==> config.mk <==
export PLATFORM = sky130hd
export DESIGN_NAME = sit_orient
export DESIGN_NICKNAME = d
export VERILOG_FILES = /design/src/hdl/sit_pkg.sv /design/src/hdl/sit_orient.sv
export SDC_FILE = /design/constraint.sdc
export NUM_CORES = 2
export LEC_CHECK = 0
export ABC_AREA = 1
export BUFFER_PORTS_ARGS = -buffer_cell sky130_fd_sc_hd__buf_2
export CAP_MARGIN = 20
export CORE_UTILIZATION = 30
export CTS_BUF_LIST = sky130_fd_sc_hd__clkbuf_8
export DETAILED_ROUTE_END_ITERATION = 8
export GPL_TIMING_DRIVEN = 0
export PLACE_DENSITY = 0.48
export SYNTH_ARGS = -nofsm -noshare
export SYNTH_HDL_FRONTEND = slang
export SYNTH_SLANG_ARGS = --single-unit
==> constraint.sdc <==
create_clock -name clk -period 8.1 [get_ports clk]
set_input_delay 1.62 -clock clk [delete_from_list [all_inputs] [get_ports clk]]
set_output_delay 1.62 -clock clk [all_outputs]
set_load 0.01 [all_outputs]
==> src/hdl/sit_pkg.sv <==
// ----------------------------------------------------------------------------
// sit_pkg: shared types and constants of the segment intersection test
// orientation codes, touch kinds and the collinear threshold register format
// ----------------------------------------------------------------------------
package sit_pkg;

	localparam int unsigned THRESH_WIDTH = 16;
	localparam logic [THRESH_WIDTH-1:0] THRESH_RESET = 16'd1;

	// orientation of a point against a directed segment
	typedef enum logic [1:0] {
		ORIENT_COLLINEAR = 2'd0,
		ORIENT_POS       = 2'd1,
		ORIENT_NEG       = 2'd2
	} orient_t;

	// kind of contact reported per request
	typedef enum logic [1:0] {
		TOUCH_NONE      = 2'd0,
		TOUCH_CROSS     = 2'd1,
		TOUCH_COLLINEAR = 2'd2
	} touch_t;

endpackage

==> src/hdl/sit_orient.sv <==
// ----------------------------------------------------------------------------
// sit_orient: pipelined orientation determinant of three points
// differences, products, determinant and threshold code, one register each
// ----------------------------------------------------------------------------
module sit_orient #(
	parameter int COORD_WIDTH = 20
) (
	input  logic                                  clk,
	input  logic signed [COORD_WIDTH-1:0]         ax,
	input  logic signed [COORD_WIDTH-1:0]         ay,
	input  logic signed [COORD_WIDTH-1:0]         bx,
	input  logic signed [COORD_WIDTH-1:0]         by,
	input  logic signed [COORD_WIDTH-1:0]         cx,
	input  logic signed [COORD_WIDTH-1:0]         cy,
	input  logic [sit_pkg::THRESH_WIDTH-1:0]      threshold,
	output sit_pkg::orient_t                      code
);

	localparam int DW   = COORD_WIDTH + 1;
	localparam int PW   = 2 * DW;
	localparam int DETW = PW + 1;

	logic signed [DW-1:0]   dy1_s2, dx2_s2, dx1_s2, dy2_s2;
	logic signed [PW-1:0]   prod_a, prod_b;
	logic signed [PW-1:0]   prod_a_s3, prod_b_s3;
	logic signed [DETW-1:0] det_s4;
	logic signed [DETW-1:0] thr_pos, thr_neg;
	logic                   below_thr;
	sit_pkg::orient_t       code_s5;

	// stage 2: coordinate differences
	always_ff @(posedge clk) begin
		dy1_s2 <= DW'(by) - DW'(ay);
		dx2_s2 <= DW'(cx) - DW'(bx);
		dx1_s2 <= DW'(bx) - DW'(ax);
		dy2_s2 <= DW'(cy) - DW'(by);
	end

	// stage 3: the two cross products
	assign prod_a = PW'(dy1_s2) * PW'(dx2_s2);
	assign prod_b = PW'(dx1_s2) * PW'(dy2_s2);

	always_ff @(posedge clk) begin
		prod_a_s3 <= prod_a;
		prod_b_s3 <= prod_b;
	end

	// stage 4: determinant
	always_ff @(posedge clk) begin
		det_s4 <= DETW'(prod_a_s3) - DETW'(prod_b_s3);
	end

	// stage 5: |det| < threshold, checked against +thr or -thr by sign
	assign thr_pos   = $signed(DETW'(threshold));
	assign thr_neg   = -thr_pos;
	assign below_thr = det_s4[DETW-1] ? (det_s4 > thr_neg) : (det_s4 < thr_pos);

	always_ff @(posedge clk) begin
		if (below_thr) begin
			code_s5 <= sit_pkg::ORIENT_COLLINEAR;
		end else if (det_s4[DETW-1]) begin
			code_s5 <= sit_pkg::ORIENT_NEG;
		end else begin
			code_s5 <= sit_pkg::ORIENT_POS;
		end
	end

	assign code = code_s5;

endmodule

==> metrics.md <==
| Metric | Value |
|---|---|
| Dominant synthesized flop cell | dfxtp_1 |
| NumNets Final | 7899 |
| WP data required | 8610 ps |
| Cell taking the most area after synthesis | fa_1 |
| Crit. End Element | register |
| Critical path type | reg -> reg |
| Post-synthesis cell area | 48120 sq um |
| Final Max Tran Viols | 0 |
| Max-slew headroom | 27.75% |
| Port buffer count | 137 |
| Synthesized netlist cell count | 6258 |
| RSZ-0062 raised after global routing | no |
| Clk_lat worst skew | 640 ps |
| Final WL | 160400 um |
| Initial cell density of the core | 30.32% |
| Die area | 162000 sq um |
| Die height | 402.5 um |
| Starting DRC count in detailed routing | 2773 |
| Setup ws final | 363.2 ps |
| Final Cycle Share | 95.52% |
| DP Wirelength | 142100 um |
| Vias in the first global route | 41560 |
| H-tree depth | 2 |
| Tmin final | 7737 ps |
| GR Overflow Total | 0 |
| Layout area overhead | 8.580% |
| Post-synth EDFFs | 0 |
| Crit-path max FO | 12 |
| Syn Area/Cell | 7.690 sq um |
| Hold Crit Depth | 1 |
| Status | complete, no violations |
| DRT antenna net count | 0 |
| Yosys reg bits | 213 |
| TritonCTS clock tree | yes |
| Final Hold Vio Count | 0 |
| Post-route setup TNS | 0 ps |
| Clk_skew | 42.49 ps |
| Synth area leaders | fa_1 38%, inv_1 14%, nand2_1 11% |
| Sink Count | 213 |
| Syn_nets | 7722 |
| Largest net degree at the start of global routing | 18 |
| Dpl cell area | 51400 sq um |
| Root Driver | clkbuf_8 |
| Number of CTS-inserted buffers | 40 |
| CTS clk-pin slew, worst paths | 70 ps |
| Via count | 39320 |
| Final setup viols | 0 |
| Antenna violations before repair | 1 |
| Async SR Flop Fraction | 0% |
| Slew @ Worst Pin | 1082 ps |
| Fmax | 129.3 MHz |
| Hold_buf cts | 0 |
| Yosys Warn Count | 0 |
| Post-route design area | 52250 sq um |
| Critical Path AT | 8240 ps |
| Commonest non-fill, non-tap cells in the layout | 1801 x inv_1, 1427 x nand2_1, 923 x fa_1, 404 x ha_1, 328 x nor2_1 |
| Hold Crit Class | reg -> reg |
| Overall Global Routing Usage | 20.26% |
| I/O pin count | 139 |
| Width of the chip | 402.5 um |
| Sequential share of the synthesized area | 8.860% |
| Place WS | 179.1 ps |
| Core area | 158700 sq um |
| Rows | 146 |
| Share of cells above drive strength 1 | 4.549% |
| Clk buf depth | 3 |
| Commonest non-fill, non-tap cell in the layout | inv_1 |
| Area share of the largest cell type after synthesis | 38.40% |
| Crit start category | register |
| Drt wl/cell | 18.79 um |
| Final hold slack | 497.3 ps |
| Via density | 4.606 |
| Cell count of the worst reg-to-reg path | 24 |
| Max_cap viols | 0 |
| First-pass GRT wire length | 248600 um |
| Netlist cell types | 52 |
| DRC | 0 |
| Placer congestion estimate | 0.9521 |
| # fillers | 17250 |
| First drt pass iteration count | 6 |
==> worst max-delay path, cell delays in order, from the launching register on <==
cell and delay, ps:
dfxtp_1 1020, clkbuf_1 700, nand2_1 130, inv_1 110, fa_1 450, fa_1 520
inv_1 50, fa_1 470, inv_1 50, fa_1 490, inv_1 50, fa_1 550
inv_1 50, fa_1 490, inv_1 70, fa_1 500, inv_1 50, ha_1 390
nand2_1 160, nor2_1 240, nand4_1 180, nor3_1 260, nand3_1 120, nand3_1 120
xor2_1 350
==> cells by family after synthesis <==
| group | after synthesis | synth area share [%] |
|---|---|---|
| buf+inv | 1972 | 15.38 |
| fa+ha+maj | 1327 | 48.90 |
| simple gates | 2032 | 17.21 |
| flops | 213 | 8.860 |
| compound gates | 527 | 6.250 |
| xor+xnor | 187 | 3.403 |
==> cells in the mapped netlist (7+ instances only) <==
master and instances:
a21boi_0 10, a21o_1 33, a21oi_1 234, a31oi_1 25, and2_1 7, clkbuf_1 170
dfxtp_1 213, fa_1 923, ha_1 404, inv_1 1792, inv_2 9, nand2_1 1427
nand2_2 11, nand3_1 118, nand4_1 33, nor2_1 328, nor2_2 13, nor3_1 31
nor3_2 15, nor4_1 15, o21ai_0 141, o21ai_1 17, o21ai_2 10, o21bai_1 23
or2_2 12, xnor2_1 58, xor2_1 129
==> per-stage QoR <==
step	util, %	cells
6_report	32.92	8536
4_1_cts	32.92	8537
2_1_floorplan	-	6258
5_1_grt	32.92	8535
3_3_place_gp	32.38	8467
3_5_place_dp	32.38	8467
==> layer usage <==
metal,track usage (%),vias to the layer above,share of wire [%]
li1,-,18550,-
met1,28.19,19520,46
met2,33.27,1056,46
met3,2.407,187,5.6
met4,5.089,2,2.7
met5,0,-,0.0081
==> cell type report <==
type                    count  area (sq um)  area share, %
diodes                      1         2.502       0.004789
clock buffers              48         660.6          1.264
well taps                2072          2592          4.961
flip-flops and latches    213          4265          8.163
plain buffers             168         633.1          1.212
multi-input cells        4073         36460          69.77
repair buffers            137         685.7          1.312
clock inverters            22         191.4         0.3664
inverters                1802          6764          12.94
==> registers in the layout (all words and copies together), names as in the netlist <==
signal,cells
det_s4,43
dx2_s2,21
code,2
dy1_s2,21
dx1_s2,21
prod_a_s3,42
dy2_s2,21
prod_b_s3,42
==> path summary, 6_finish.rpt <==
check / from / slack, ps / to
min reg2reg: det_s4[42] / 500 / code[0]
max: dx2_s2[5] / 360 / prod_a_s3[38]
max reg2reg: dx2_s2[5] / 360 / prod_a_s3[38]
min: det_s4[42] / 500 / code[0]
==> what timing repair did <==
| item | 4_1_cts | 5_1_grt |
|---|---|---|
| gates resized for setup | 0 | 6 |
| setup endpoints to repair | 0 | 5 |
| buffers inserted | 0 | 0 |
Power is left out: the tool's default activity adds up to more than one toggle a clock period on the data nets, which glitch-free logic cannot reach.
